### src/clc_pkg.sv
// shared constants, types and field widths for the circle/line collision stepper
// depends on nothing; used by every file of the block but clc_ram
package clc_pkg;

  localparam int unsigned MaxEntriesDefault = 128;
  localparam int unsigned PosFracDefault    = 11;

  localparam int unsigned WordW   = 24;
  localparam int unsigned NormW   = 16;
  localparam int unsigned NormFrac = 14;
  localparam int unsigned CfgW    = 8;
  localparam int unsigned CmdW    = 2;
  localparam int unsigned IdxW    = 7;
  localparam int unsigned CfgIdxW = 1;

  localparam logic [CmdW-1:0] CmdLoad   = 2'd0;
  localparam logic [CmdW-1:0] CmdSet    = 2'd1;
  localparam logic [CmdW-1:0] CmdStep   = 2'd2;
  localparam logic [CmdW-1:0] CmdUnused = 2'd3;

  localparam logic [CfgIdxW-1:0] RegRadius = 1'd0;
  localparam logic [CfgIdxW-1:0] RegInUse  = 1'd1;

  localparam int unsigned EntryW = 4 * WordW + 2 * NormW + 1;

  typedef struct packed {
    logic [CmdW-1:0]          cmd;
    logic [IdxW-1:0]          entry_index;
    logic                     is_infinite_line;
    logic signed [WordW-1:0]  first_x;
    logic signed [WordW-1:0]  first_y;
    logic signed [WordW-1:0]  second_x;
    logic signed [WordW-1:0]  second_y;
    logic signed [NormW-1:0]  unit_normal_x;
    logic signed [NormW-1:0]  unit_normal_y;
  } in_item_t;

  typedef struct packed {
    logic signed [WordW-1:0] pos_x;
    logic signed [WordW-1:0] pos_y;
    logic signed [WordW-1:0] speed_x_out;
    logic signed [WordW-1:0] speed_y_out;
  } out_item_t;

  // table entry as stored in the memory
  typedef struct packed {
    logic                    line;
    logic signed [WordW-1:0] sx;
    logic signed [WordW-1:0] sy;
    logic signed [WordW-1:0] ex;
    logic signed [WordW-1:0] ey;
    logic signed [NormW-1:0] nx;
    logic signed [NormW-1:0] ny;
  } entry_t;

  // controller to datapath commands
  typedef struct packed {
    logic set_ball;   // load ball from input item
    logic step_start; // latch entry from memory read data
    logic calc;       // advance the per-entry sequence by one phase
    logic move;       // final position += velocity
  } dp_cmd_t;

  // datapath to controller status
  typedef struct packed {
    logic entry_done; // current entry finished
  } dp_status_t;

  function automatic logic signed [WordW-1:0] sat24(input logic signed [63:0] v);
    logic signed [63:0] hi;
    logic signed [63:0] lo;
    hi = 64'sd8388607;
    lo = -64'sd8388608;
    if (v > hi) begin
      sat24 = 24'sh7fffff;
    end else if (v < lo) begin
      sat24 = 24'sh800000;
    end else begin
      sat24 = v[WordW-1:0];
    end
  endfunction

endpackage

### src/clc_ctrl.sv
// sequencer: accepts items, walks table entries, presents results
// depends on clc_pkg
module clc_ctrl #(
  parameter int unsigned MaxEntries = clc_pkg::MaxEntriesDefault
) (
  input  logic                          clk,
  input  logic                          rst,
  input  logic                          in_valid,
  output logic                          in_ready,
  input  clc_pkg::in_item_t             item,
  input  logic                          out_ready,
  output logic                          out_valid,
  input  logic [clc_pkg::CfgW-1:0]      in_use,
  output logic [$clog2(MaxEntries)-1:0] rd_addr,
  output clc_pkg::dp_cmd_t              cmd,
  input  clc_pkg::dp_status_t           status
);
  localparam int unsigned AW = $clog2(MaxEntries);
  localparam logic [2:0] StIdle = 3'd0;
  localparam logic [2:0] StRead = 3'd1;
  localparam logic [2:0] StLat  = 3'd2;
  localparam logic [2:0] StCalc = 3'd3;
  localparam logic [2:0] StMove = 3'd4;
  localparam logic [2:0] StOut  = 3'd5;

  logic [2:0] state;
  logic [AW:0] idx, count;
  logic accept;

  assign in_ready = (state == StIdle);
  assign accept = in_valid && in_ready;
  assign out_valid = (state == StOut);
  assign rd_addr = idx[AW-1:0];
  assign count = (32'(in_use) > MaxEntries) ? (AW+1)'(MaxEntries) : (AW+1)'(in_use);

  always_comb begin
    cmd = '0;
    cmd.set_ball = accept && item.cmd == clc_pkg::CmdSet;
    cmd.step_start = (state == StLat);
    cmd.calc = (state == StCalc);
    cmd.move = (state == StMove);
  end

  always_ff @(posedge clk) begin
    if (rst) begin
      state <= StIdle;
      idx <= '0;
    end else begin
      case (state)
        StIdle: if (accept && item.cmd == clc_pkg::CmdStep) begin
          idx <= '0;
          state <= StRead;
        end
        StRead: state <= (idx >= count) ? StMove : StLat;
        StLat: state <= StCalc;
        StCalc: if (status.entry_done) begin
          idx <= idx + 1'b1;
          state <= StRead;
        end
        StMove: state <= StOut;
        StOut: if (out_ready) state <= StIdle;
        default: state <= StIdle;
      endcase
    end
  end
endmodule

### config.mk
export PLATFORM = sky130hd
export DESIGN_NAME = clc_ctrl
export DESIGN_NICKNAME = d
export VERILOG_FILES = /design/src/clc_pkg.sv /design/src/clc_ctrl.sv
export SDC_FILE = /design/constraint.sdc
export NUM_CORES = 1
export LEC_CHECK = 0
export BUFFER_PORTS_ARGS = -buffer_cell sky130_fd_sc_hd__buf_2
export CORE_AREA = 2 2 63 65
export CTS_CLUSTER_DIAMETER = 60
export CTS_CLUSTER_SIZE = 20
export DETAILED_ROUTE_END_ITERATION = 10
export DIE_AREA = 0 0 65 67
export PLACE_DENSITY_LB_ADDON = 0.25
export SLEW_MARGIN = 5
export SYNTH_ARGS = -nofsm -noshare
export SYNTH_HDL_FRONTEND = slang
export SYNTH_SLANG_ARGS = --single-unit
### constraint.sdc
create_clock -name clk -period 2.49 [get_ports clk]
set_input_delay 0.498 -clock clk [delete_from_list [all_inputs] [get_ports clk]]
set_output_delay 0.498 -clock clk [all_outputs]
set_load 0.01 [all_outputs]
==> metrics.md <==
| Metric | Value |
|---|---|
| Clock latency on the worst-skew pair | 0.24 ns |
| Worst setup timing slack at the placement stage | approximately 0.56 ns |
| Cell-by-cell trace of the critical path | nor3_2 -> and4b_1 -> buf_2 |
| Internal power | 321 uW |
| Antenna violations before repair | 0 |
| Max-slew violation count | 0 |
| Synth Area in Adders | between 10% and 20% |
| Critical Path Start Type | flip-flop |
| Gr ovfl total | 0 |
| Hold-critical path endpoint | idx[7] |
| Share of synthesized cell area in and, or, nand and nor gates | 27.9% |
| Detailed Route WL | a little under 2 mm |
| Post-CTS setup-driven buffer insertion count | 0 |
| Endpoint of the lowest-slack register-to-register path | idx[5] |
| Post-detail-place hpwl | about 1.6 mm |
| Async set or reset register ratio after synthesis | 0% |
| Share of synthesized area spent on multiplexers | ~1.2% |
| Crit-path max cell delay | about 0.40 ns |
| Least-Margin Pin Slew | ~0.6 ns |
| Max Fanout on Critical Path | 11 |
| Last weighted congestion value of the routability-driven placer | 0.702 |
| Routed WL per cell | 11.3 um |
| Number of buffers created by CTS | 3 |
| CP Data Required Time | 1.99 ns |
| Yosys warning count | 0 |
| Share of cells above drive strength 1 | 29.0% |
| Htree depth | 1 |
| Clock network power share | between 40% and 50% |
| Number of flops mapped to enable cells by yosys | 0 |
| Outcome | finished, final reports clean |
| Vias after detailed routing | 796 |
| Vias in the first global route | 761 |
| Clock slew at the register clock pins of the worst setup and hold paths | 0.04 ns |
| Cells resized by post-CTS repair | 0 |
| Clock root buffer | sky130_fd_sc_hd__clkbuf_8 |
| Via-to-Cell Ratio | around 4.6 |
| Number of distinct library cells after synthesis | 35 |
| Maximum number of pins on one net before global-route repair | 15 |
| Largest family of logic cells by synthesized area | simple AND/OR/NAND/NOR gates |
| Compound-cell area share of the yosys netlist | between 10% and 20% |
| Count of standard-cell rows | 22 |
| Horizontal die dimension | 65 um |
| Sequential Power Share | between 40% and 50% |
| FF+latch area | between 200 and 250 um2 |
| Worst vdd rail ir drop | ~0.25 mV |
| Master of the slowest instance on the critical path | sky130_fd_sc_hd__dfxtp_1 |
| Sinks on the clock net | 11 |
| Seq/Total Area, Yosys | about 26% |
| Fraction of power spent switching nets | 23.9% |
| Switching power of the nets | about 100 uW |
| R2R depth | 4 |
| Cells after Synth | about 100 |
| Slew HR | 59.9% |
| Total leakage power | approximately 0.46 nW |
| Maximum root-to-sink buffer count | 2 |
| # fillers | just under 400 |
| Critical Path End Type | output port |
| Nets@finish | 285 |
| Post-synthesis to final-layout area growth | 18.4% |
| Violation count after the first detailed-routing iteration | 50 |
| Area share of xor/xnor cells in the synthesized design | about 1.0% |
| Total Power Consumption | 422 uW |
| Post-Syn Area | ~860 um2 |
| Remaining design rule violation count | 0 |
| Core Box Area | 0.00361 mm2 |
| Count of buffers from port buffering | 27 |
| Ys flop type | sky130_fd_sc_hd__dfxtp_1 |
| Pwr Density | ~420 mW/mm2 |
| Setup Skew | approximately 0.0063 ns |
| Worst setup slack for register-to-register paths | 0.78 ns |
| Number of failing hold endpoints at the final stage | 0 |
| DRT Pass-1 Iters | 4 |
| Global Route Usage Sum | under 10% |
| Final setup vio count | 0 |
| Number of nets still failing antenna checks after routing | 0 |
| Minimum hold slack | roughly 0.5 ns |
| TritonCTS clock tree | done |
| Startpoint of the lowest-slack register-to-register path | state[1] |
| Worst Path Arrival | between 1 and 1.5 ns |
| Fin crit share | approximately 72% |
| Highest achievable clock rate | between 500 and 600 MHz |
| Hold Crit Start | idx[7] |
| CTS Hold Bufs | 0 |
| Setup repair after global routing missed its margin | no |
| DIE HEIGHT | approximately 67 um |
| Net count of the mapped netlist | between 200 and 300 |
| Footprint of the multi-input gates | roughly 530 um2 |
| Wire length of the first global-routing pass | approximately 3.3 mm |
| Initial standard-cell utilization of the core | between 20% and 30% |
| Setup TNS | 0 ns |
| Total Die Area | about 0.0044 mm2 |
| Total of flip-flops plus latches after synthesis | 11 |
| Mapped Avg Cell Area | between 8 and 9 um2 |
| Final critical delay including setup and external delays | 1.80 ns |
| I/O pins | 164 |
| Relative contribution of combinational cells to total power | between 10% and 20% |
| Setup Crit Path Kind | flip-flop to output port |
| Number of maximum-capacitance constraint violations | 0 |
| Cells on Worst Hold Path | 2 |
| Fin worst setup slack | 0.695 ns |
| Utilization after layout | between 20% and 30% |
| Antenna cells | 0 |
| Classification of the worst-slack hold path | flip-flop to flip-flop |
## routing by layer
layer,GRT usage [%],part of all wire [%]
met4,2.66,0
met3,3.55,7.2
met2,15.6,45
met5,0,0
met1,11.8,47
## sequential cells by signal, indices dropped and copies added (netlist names)
name	flops
idx	8
state	3
## synthesized netlist by cell type, types with 2 or more instances
cell                       instances  area (um2)
sky130_fd_sc_hd__a21o_1            2        15.0
sky130_fd_sc_hd__a21oi_1           8        40.0
sky130_fd_sc_hd__and3b_2           3        30.0
sky130_fd_sc_hd__and4b_1           2        20.0
sky130_fd_sc_hd__buf_4             7        52.6
sky130_fd_sc_hd__buf_6             2        22.5
sky130_fd_sc_hd__clkbuf_1          2        7.51
sky130_fd_sc_hd__dfxtp_1          11         220
sky130_fd_sc_hd__ha_1              9         113
sky130_fd_sc_hd__inv_1             5        18.8
sky130_fd_sc_hd__nand2_1          10        37.5
sky130_fd_sc_hd__nand3_1           4        20.0
sky130_fd_sc_hd__nor2_1            4        15.0
sky130_fd_sc_hd__nor2b_1           2        12.5
sky130_fd_sc_hd__nor3b_1           2        15.0
sky130_fd_sc_hd__o211ai_1          2        15.0
sky130_fd_sc_hd__o21ai_0           6        30.0
sky130_fd_sc_hd__o31ai_1           2        15.0
sky130_fd_sc_hd__or3_1             4        25.0
sky130_fd_sc_hd__or4_1             2        15.0
## logic make-up (layout without fill, tap and decap cells)
logic type                 Yosys count  after routing
xor gates and xnor gates             1              1
adders and majority gates            9              9
DFF                                 11             11
and+or+nand+nor                     40             40
buffers and inverters               16             36
muxes                                1              1
AOI/OAI and AO/OA                   26             26
## placed cells by master, fill, tap and decap left out, drive strengths merged
cell type / instances
or2: 1
and3: 1
nor3b: 2
and4b: 2
clkbuf: 4
ha: 9
a211oi: 1
and3b: 3
o31ai: 2
a21o: 2
a32o: 1
nor3: 2
inv: 5
nand2: 10
nand4: 1
buf: 27
or3: 4
o21bai: 1
a21oi: 9
xnor2: 1
nor2: 4
nor4: 1
a221oi: 1
nor4b: 1
or4: 2
nand3: 4
a31oi: 1
mux2i: 1
o211ai: 2
dfxtp: 11
nor2b: 2
o21ai: 6
## worst max-delay path, delay by kind of cell (launching register included)
family	cells	cell delay, ns
buffers and inverters	1	0.13
flip-flops	1	0.40
AND/OR/NAND/NOR	2	0.54
## per-stage QoR
stage                     instance area, um2  instances
after floorplan                          856        104
after global placement                   968        168
after detailed placement                 968        168
after CTS                               1010        172
after global routing                    1010        172
final                                   1010        172
## power groups by stage
stage | registers [mW] | clock network (mW) | logic, mW
floorplan | 0.186 | 0 | 0.0460
detailed placement | 0.191 | 0 | 0.0614
global placement | 0.191 | 0 | 0.0601
finish | 0.188 | 0.174 | 0.0601
global route | 0.189 | 0.194 | 0.0694
CTS | 0.187 | 0.184 | 0.0616
## worst max path at each step
stage / endpoint / from / slack, ns
finish: cmd[3] / state[1] / 0.69
CTS: cmd[3] / state[1] / 0.68
floorplan: state[1] / in_use[7] / 0.91
global route: cmd[3] / state[1] / 0.60
detailed placement: state[1] / in_use[7] / 0.56
global placement: state[1] / in_use[7] / 0.62
## layout make-up
cell class                 count  area share [%]
clock buffer                   4            4.44
inverter                       5            1.85
multi-input combinational     77            52.7
sequential                    11            21.7
tap                           48            5.93
timing repair buffer          27            13.3
(Power assumes the default switching activity.)
