[src/clc_ram.sv]
// generic single-port write, single-port registered read memory
// no package dependency
module clc_ram #(
  parameter int unsigned Width = 8,
  parameter int unsigned Depth = 16
) (
  input  logic                     clk,
  input  logic                     wr_en,
  input  logic [$clog2(Depth)-1:0] wr_addr,
  input  logic [Width-1:0]         wr_data,
  input  logic [$clog2(Depth)-1:0] rd_addr,
  output logic [Width-1:0]         rd_data
);
  logic [Width-1:0] mem [Depth];

  always_ff @(posedge clk) begin
    if (wr_en) begin
      mem[wr_addr] <= wr_data;
    end
    rd_data <= mem[rd_addr];
  end
endmodule

[config.mk]
export PLATFORM = sky130hd
export DESIGN_NAME = clc_ram
export DESIGN_NICKNAME = d
export VERILOG_FILES = /design/src/clc_ram.sv
export SDC_FILE = /design/constraint.sdc
export NUM_CORES = 1
export LEC_CHECK = 0
export BUFFER_PORTS_ARGS = -buffer_cell sky130_fd_sc_hd__clkbuf_2
export CORE_MARGIN = 2
export CORE_UTILIZATION = 60
export CTS_CLUSTER_SIZE = 12
export DETAILED_ROUTE_END_ITERATION = 12
export PLACE_DENSITY = 0.82
export SYNTH_ARGS = -nofsm -noshare
export SYNTH_HDL_FRONTEND = slang
export SYNTH_SLANG_ARGS = --single-unit
[constraint.sdc]
create_clock -name clk -period 2.05 [get_ports clk]
set_clock_uncertainty 0.15 [all_clocks]
set_input_delay 0.205 -clock clk [delete_from_list [all_inputs] [get_ports clk]]
set_output_delay 0.205 -clock clk [all_outputs]
set_load 0.1 [all_outputs]
==> metrics.cfg, run 1 <==
[worst_setup_path]
crit_path_end_kind = output port
critPathTopFamily = buffers and inverters
path_cells = clkbuf_2
crit_fanout = 1
crit_buf_inv = 1
critPathKind = register to output port
cp-start-kind = register
path_depth = 1
slowest_delay_ns = 0.47
r2r_cells = 3
critPathArrivalTime_ns = 1.34
required_ns = 1.69
slowest_stage = clkbuf_2

[synthesis]
yosysSeqAreaShare = 0.778
yosys.area.top_type_share = 0.747
synth_commonest_cells = edfxtp_1, mux4_2, a22oi_1, mux4_1, nor2_1
synth_compound_area_frac = 0.0233
synth_cells = 229
synthTopCellsByArea = edfxtp_1, mux4_2, mux4_1
synth_cell_types = 19
synth-simple-area-share = 0.0318
ys_ff_latch = 136
synth_xor_xnor_area_share = 0
ys.flop_type = edfxtp_1
syn_nets = 247
async_flop_share = 0
yosysMostFrequentCell = edfxtp_1
synth_top_family_by_area = multiplexers
syn_avg_cell_area_um2 = 22.5
synth_fa_ha_area_frac = 0
synth-edff-count = 128
yosysWarnings = 0
yosysTopAreaCell = edfxtp_1
synth_area_mm2 = 0.00515
synth_mux_area_frac = 0.150

[drt]
firstDrtPassIters = 5
drt_first_iter_violations = 245
dr_total_vias = 2546
final_antenna_net_count = 0
wl_um = 10500
wl_per_cell_um = 25.5
drcViolationCount = 0
via_per_inst = 6.19

[power]
power_frac_seq = 0.487
sw_frac_of_total = 0.221
pwr-share-clk = 0.445
combPwrFrac = 0.068
power.internal_mw = 5.01
powerDensity_mw_per_mm2 = 1040
power_leakage_nw = 2.14
p_sw_mw = 1.42
worst_ir_drop_vdd_mv = 0.720

[status]
outcome = complete, no violations

[floorplanning]
fp-row-count = 33
die_w_um = 96.6
initial_core_util = 0.623
core_area_mm2 = 0.00826
fp.dieH_um = 96.6
die-area_mm2 = 0.00934
io_pins = 26

[sta]
tns_ns = 0
finalHoldViolCount = 0
finalCritPeriodShare = 0.827
rsz0062_at_grt = no
setup_viol_count_final = 0
slew_violations = 0
maxSlewHeadroom = 0.631
tightest_slew_ns = 0.556
max_freq_ghz = 0.590
min_period_ns = 1.70
setup_ws_ns = 0.355

[global_route]
grt_pass1_vias = 2697
grt_use_total = 0.243
grt_overflow = 0
grt_pass1_wl_um = 16000
grt_max_degree = 33
antenna_found_initial = 0

[worst_hold_path]
hold_depth = 3
hp-class = input port to register

[clock_tree]
cts_made_buffers = 17
cts_root_buf = clkbuf_8
cts_num_sinks = 136
cts_tree = done
cts.repair.resized = 0
cts_setup_buffers = 0
clk_pin_slew_ns = 0.06
cts_buffer_depth = 2
cts_max_level = 4
insertion_delay_ns = 0.52
cts-hold-fix-buffers = 8

[place]
portBuffers = 25
dp_hpwl_um = 6120
dpl_worst_slack_ns = 0.295
gp_congestion = 0.816
dpl_cell_area_mm2 = 0.00552

[cells_and_area]
synthToLayoutAreaGrowth_pct = 19.7
fin_area_mm2 = 0.00616
drive_gt1_frac = 0.314
insertedDiodeCount = 0
nNetsFinal = 311

[run]
maxCapViolCount = 0

-- cell families (layout without fill, tap and decap cells) --
logic type             count (synthesis)  count (layout)
AO/OA/AOI/OAI                         16              16
buffers and inverters                 10              87
flip-flops                           136             136
multiplexers                          32              32
AND/OR/NAND/NOR                       35              35
-- cells in the final DEF (no fill, tap or decap), types with 2 or more instances in the layout --
master | synthesis | routed
clkinv_4 | 0 | 4
nor3_1 | 4 | 4
clkbuf_2 | 0 | 25
a22oi_1 | 16 | 16
nor2_1 | 13 | 13
nand2b_1 | 2 | 2
nand3b_1 | 2 | 2
clkbuf_1 | 0 | 2
dfxtp_1 | 8 | 8
clkbuf_8 | 0 | 2
clkbuf_16 | 0 | 16
mux4_1 | 14 | 14
buf_4 | 1 | 19
buf_12 | 0 | 3
dlygate4sd3_1 | 0 | 8
mux4_2 | 18 | 18
clkinv_2 | 0 | 5
bufinv_16 | 0 | 2
edfxtp_1 | 128 | 128
nand2_1 | 9 | 9
-- power by group through the flow --
stage / registers [mW] / clock network (mW) / logic [mW]
3_5_place_dp: 3.19 / 0 / 0.423
3_3_place_gp: 3.18 / 0 / 0.415
6_report: 3.13 / 2.86 / 0.438
5_1_grt: 3.14 / 3.00 / 0.462
4_1_cts: 3.13 / 2.89 / 0.439
2_1_floorplan: 3.32 / 0 / 0.158
-- worst paths after layout --
check                            start                  end  slack (ns)
hold / removal              wr_addr[2]  mem[5][2]$_DFFE_PP_        0.08
setup / recovery    rd_data[6]$_DFF_P_           rd_data[6]        0.35
setup reg to reg   mem[9][1]$_DFFE_PP_   rd_data[1]$_DFF_P_        0.55
hold reg to reg   mem[15][3]$_DFFE_PP_   rd_data[3]$_DFF_P_        0.53
-- stage by stage --
step | util | hold slack (ns) | power, mW | instances
2_1_floorplan | - | 0.154 | 3.47 | 229
3_3_place_gp | 0.668 | 0.451 | 3.60 | 371
3_5_place_dp | 0.668 | 0.469 | 3.61 | 371
4_1_cts | 0.746 | 0.0547 | 6.46 | 411
5_1_grt | 0.746 | 0.0968 | 6.60 | 411
6_report | 0.746 | 0.0790 | 6.43 | 411
-- tightest hold or removal path, delay by kind of cell --
kind / cells / cell delay (ns)
simple gates: 2 / 0.26
buf+inv: 1 / 0.10
-- sequential cells by signal, indices dropped and copies added, names as in the netlist --
name and count:
mem 128, rd_data 8
-- layout make-up --
class                   instances  area, um2
clock buffers                  20        435
clock inverters                12        128
fillers                       461       2090
multi-input cells              83       1060
flip-flops and latches        136       4000
well taps                     105        131
repair buffers                 55        408
-- layer usage --
| layer | up-vias | global-route usage | wire (um) |
|---|---|---|---|
| li1 | 1108 | - | - |
| met1 | 1290 | 0.352 | 4130 |
| met2 | 135 | 0.358 | 5160 |
| met3 | 13 | 0.0556 | 1020 |
| met4 | 0 | 0.115 | 155 |
| met5 | - | 0 | 0 |
Power figures use the tool's default switching activity.
==> run 2, diff against run 1 <==
Settings changed: CORE_UTILIZATION 60 to 54, PLACE_DENSITY 0.82 to 0.78.
Clock period 2.05 ns to 1.5 ns, I/O delays scaled along.
==> metrics.cfg, run 2 (same netlist as run 1, synthesis figures left out) <==
[global_route]
antenna_found_initial = 0
grt_pass1_vias = 2723
grt_max_degree = 18
grt_pass1_wl_um = 15600
grt_overflow = 0
grt_use_total = 0.222

[drt]
dr_total_vias = 2553
final_antenna_net_count = 0
wl_um = 10200
drcViolationCount = 0
via_per_inst = 5.75
firstDrtPassIters = 5
wl_per_cell_um = 23.0
drt_first_iter_violations = 208

[floorplanning]
die_w_um = 102
fp.dieH_um = 102
io_pins = 26
initial_core_util = 0.557
core_area_mm2 = 0.00924
fp-row-count = 35
die-area_mm2 = 0.0103

[clock_tree]
cts_num_sinks = 136
clk_pin_slew_ns = 0.06
insertion_delay_ns = 0.52
cts_root_buf = clkbuf_8
cts_made_buffers = 17
cts_max_level = 4
cts_tree = done
cts_buffer_depth = 2

[status]
outcome = complete, no violations

[sta]
finalHoldViolCount = 0
min_period_ns = 1.46
tightest_slew_ns = 0.832
finalCritPeriodShare = 0.973
max_freq_ghz = 0.685
rsz0062_at_grt = yes
setup_viol_count_final = 0
maxSlewHeadroom = 0.444
holdWs_ns = 0.0497
slew_violations = 0
tns_ns = 0

[cells_and_area]
nNetsFinal = 320
n_fill_cell = 561
drive_gt1_frac = 0.375
insertedDiodeCount = 0
fin_area_mm2 = 0.00634
final_common_cell = edfxtp_1
largest_register_ffs = 128
largest_registers = mem (128), rd_data (8)
layout_common_cells = edfxtp_1, buf_4, mux4_2, clkbuf_16, clkbuf_2
synthToLayoutAreaGrowth_pct = 23.1
regMostFlops = mem
post-route-util = 0.686

[place]
portBuffers = 25
dpl_cell_area_mm2 = 0.00564
dp_hpwl_um = 6280
gp_congestion = 0.752

[worst_setup_path]
slowest_delay_ns = 0.37
crit_path_end_kind = output port
path_cells = clkbuf_8
slowest_stage = dfxtp_1
critPathKind = register to output port
crit_buf_inv = 1
critPathArrivalTime_ns = 1.16
cp-start-kind = register
crit_fanout = 1
required_ns = 1.20
critPathTopFamily = flip-flops

[power]
power_mw = 8.76
powerDensity_mw_per_mm2 = 1380
power_leakage_nw = 2.17
worst_ir_drop_vdd_mv = 0.901

[run]
maxCapViolCount = 0

[worst_hold_path]
hp-class = input port to register

==> run 2: cell types whose count changed in the layout (fill, tap and decap cells not counted), sizes merged <==
cell      delta
clkinv       -2
buf         +12
clkbuf       -5
clkinvlp     +4
==> run 2: worst reg2reg max path, cell delays in order, from the launching register on <==
cell and delay [ns]:
edfxtp_1 0.37, mux4_2 0.49, a22oi_2 0.25, nand2_1 0.07
==> run 2: repair_timing <==
item                       4_1_cts  5_1_grt
pin swaps                        1        2
setup endpoints to repair        7        9
hold buffers                     8        0
gates resized for setup         11       12
cloned                           0        0
buffers inserted                 0        0
hold endpoints to repair       128        0
==> run 2: layout make-up <==
class,instances,area (um2),area share
multi-input combinational,83,1090,0.172
sequential,136,4010,0.632
timing repair buffer,64,532,0.0839
clock inverter,14,134,0.0211
clock buffer,18,418,0.0659
tap,129,161,0.0255
==> run 2: where the power goes <==
part | total [mW] | internal [mW] | switching [mW]
registers | 4.28 | 4.25 | 0.0324
logic | 0.663 | 0.242 | 0.421
clock network | 3.82 | 2.33 | 1.48
==> run 2: worst paths after layout <==
check / from / to / slack [ns] / cells after the start
max: rd_data[0]$_DFF_P_ / rd_data[0] / 0.04 / 1
min: wr_addr[0] / mem[4][2]$_DFFE_PP_ / 0.05 / 3
max reg2reg: mem[2][1]$_DFFE_PP_ / rd_data[1]$_DFF_P_ / 0.05 / 3
min reg2reg: mem[11][1]$_DFFE_PP_ / rd_data[1]$_DFF_P_ / 0.53 / 3
==> run 2: layer usage <==
| layer | vias up | wire length [um] | global-route usage |
|---|---|---|---|
| met3 | 13 | 724 | 0.0711 |
| met4 | 0 | 155 | 0.0780 |
| li1 | 1118 | - | - |
| met2 | 115 | 5200 | 0.358 |
| met1 | 1307 | 4150 | 0.289 |
| met5 | - | 0 | 0 |
==> run 2: stage by stage <==
| step | cells | setup WS (ns) |
|---|---|---|
| 2_1_floorplan | 229 | -0.0661 |
| 3_3_place_gp | 404 | -0.254 |
| 3_5_place_dp | 404 | -0.259 |
| 4_1_cts | 444 | 0.00130 |
| 5_1_grt | 444 | -0.00678 |
| 6_report | 444 | 0.0404 |
==> run 3, diff against run 2 <==
Settings changed: ABC_AREA set to 1, ABC_CLOCK_PERIOD_IN_PS set to 1500, CORE_UTILIZATION 54 to 55, PLACE_DENSITY 0.78 to 0.79.
==> metrics.cfg, run 3 <==
[floorplanning]
initial_core_util = 0.564
fp-row-count = 37
die_w_um = 106
core_area_mm2 = 0.0102
fp.dieH_um = 106
die-area_mm2 = 0.0113
io_pins = 26

[global_route]
grt_max_degree = 65
grt_use_total = 0.248
antenna_found_initial = 0
grt_pass1_wl_um = 20400
grt_overflow = 0
grt_pass1_vias = 3898

[worst_setup_path]
slowest_delay_ns = 0.39
crit_path_end_kind = output port
path_cells = clkbuf_8
crit_buf_inv = 1
critPathTopFamily = flip-flops
slowest_stage = dfxtp_1
critPathKind = register to output port
crit_fanout = 1
critPathArrivalTime_ns = 1.18
cp-start-kind = register
required_ns = 1.20

[clock_tree]
insertion_delay_ns = 0.52
cts_tree = done
cts_setup_buffers = 0
cts_root_buf = clkbuf_8
cts_buffer_depth = 2
cts_num_sinks = 136
clk_pin_slew_ns = 0.06
cts_max_level = 4
cts_made_buffers = 17

[sta]
tns_ns = 0
setup_viol_count_final = 0
finalCritPeriodShare = 0.985
tightest_slew_ns = 0.457
max_freq_ghz = 0.677
slew_violations = 0
maxSlewHeadroom = 0.695
rsz0062_at_grt = no
finalHoldViolCount = 0
min_period_ns = 1.48

[synthesis]
yosysWarnings = 0
syn_nets = 569
synth_cells = 551
yosysTopAreaCell = edfxtp_1
ys.flop_type = edfxtp_1
yosysSeqAreaShare = 0.694
yosys.area.top_type_share = 0.667
synth_area_mm2 = 0.00577
async_flop_share = 0
synthTopCellsByArea = edfxtp_1, nand2_1, nand3_1
synth_cell_types = 12
yosysMostFrequentCell = nand2_1
ys_ff_latch = 136
synth_commonest_cells = nand2_1, edfxtp_1, inv_1, nand3_1, nor2_1
synth-edff-count = 128
syn_avg_cell_area_um2 = 10.5

[cells_and_area]
largest_register_ffs = 128
largest_registers = mem (128), rd_data (8)
nNetsFinal = 619
layout_common_cells = nand2_1, edfxtp_1, inv_1, nand3_1, buf_4
regMostFlops = mem
insertedDiodeCount = 0
fin_cells = 750
drive_gt1_frac = 0.129
final_common_cell = nand2_1
synthToLayoutAreaGrowth_pct = 19.2

[place]
numPlacedInstances = 712
gp_congestion = 0.849
portBuffers = 25
dp_hpwl_um = 7620

[power]
powerDensity_mw_per_mm2 = 1390
power_leakage_nw = 3.02
worst_ir_drop_vdd_mv = 0.882

[drt]
firstDrtPassIters = 5
drt_first_iter_violations = 388
via_per_inst = 5.27
dr_total_vias = 3951
drcViolationCount = 0
wl_um = 13000
wl_per_cell_um = 17.3
final_antenna_net_count = 0

[worst_hold_path]
hp-class = input port to register

[run]
maxCapViolCount = 0

[status]
outcome = complete, no violations

run 3: changes by cell type in the layout (fill, tap and decap cells not counted), moves of 3 or more:
cell	previous run	this run
bufinv_16	2	6
nand2_1	9	173
inv_1	0	100
nand3_1	1	97
buf_4	30	25
a22oi_2	8	0
mux4_1	10	0
nor2_1	13	17
clkinvlp_4	5	0
clkbuf_4	3	0
a22oi_1	8	0
mux4_2	22	0
nor3_1	3	0
run 3: final cells by class:
class	count	area [um2]
clock buffer	18	418
clock inverter	14	228
fill	730	3360
inverter	102	383
multi-input combinational	289	1210
sequential	136	4000
tap	136	170
timing repair buffer	55	455
run 3: path summary, 6_finish.rpt:
check	startpoint	end	slack (ns)	cells after the start
worst min register to register	mem[12][2]$_DFFE_PP_	rd_data[2]$_DFF_P_	0.53	6
worst max register to register	mem[6][6]$_DFFE_PP_	rd_data[6]$_DFF_P_	0.25	6
worst min-delay path	wr_data[7]	mem[1][7]$_DFFE_PP_	0.008	1
worst max-delay path	rd_data[4]$_DFF_P_	rd_data[4]	0.02	1
run 3: metrics by stage:
stage	total power [mW]	area (um2)	setup slack [ns]	util	hold WS [ns]
3_3_place_gp	5.05	6140	0.164	0.600	0.461
5_1_grt	9.80	6870	0.00122	0.672	0.0171
3_5_place_dp	5.07	6140	0.0801	0.600	0.467
4_1_cts	9.58	6870	0.0148	0.672	0.00392
2_1_floorplan	4.83	5770	0.249	-	0.0989
6_report	9.57	6870	0.0221	0.672	0.00830
run 3: kinds of logic after synthesis:
group                  share of synthesized area
and+or+nand+nor                            0.210
DFF                                        0.694
buffers and inverters                     0.0952
run 3: repair_timing:
action,in CTS,in global routing
endpoints found under the setup margin,3,1
hold buffers,6,0
resized for setup,6,1
endpoints found under the hold margin,88,0
run 3: power breakdown:
part | total, mW | internal (mW) | switching [mW]
Clock | 4.54 | 3.02 | 1.52
Combinational | 0.749 | 0.202 | 0.547
Sequential | 4.28 | 4.25 | 0.0328
run 3: per-layer routing:
metal / vias up / global-route usage / share of wire
li1: 1874 / - / -
met2: 221 / 0.380 / 0.48
met5: - / 0 / 0
met1: 1817 / 0.331 / 0.40
met3: 39 / 0.0546 / 0.083
met4: 0 / 0.139 / 0.038
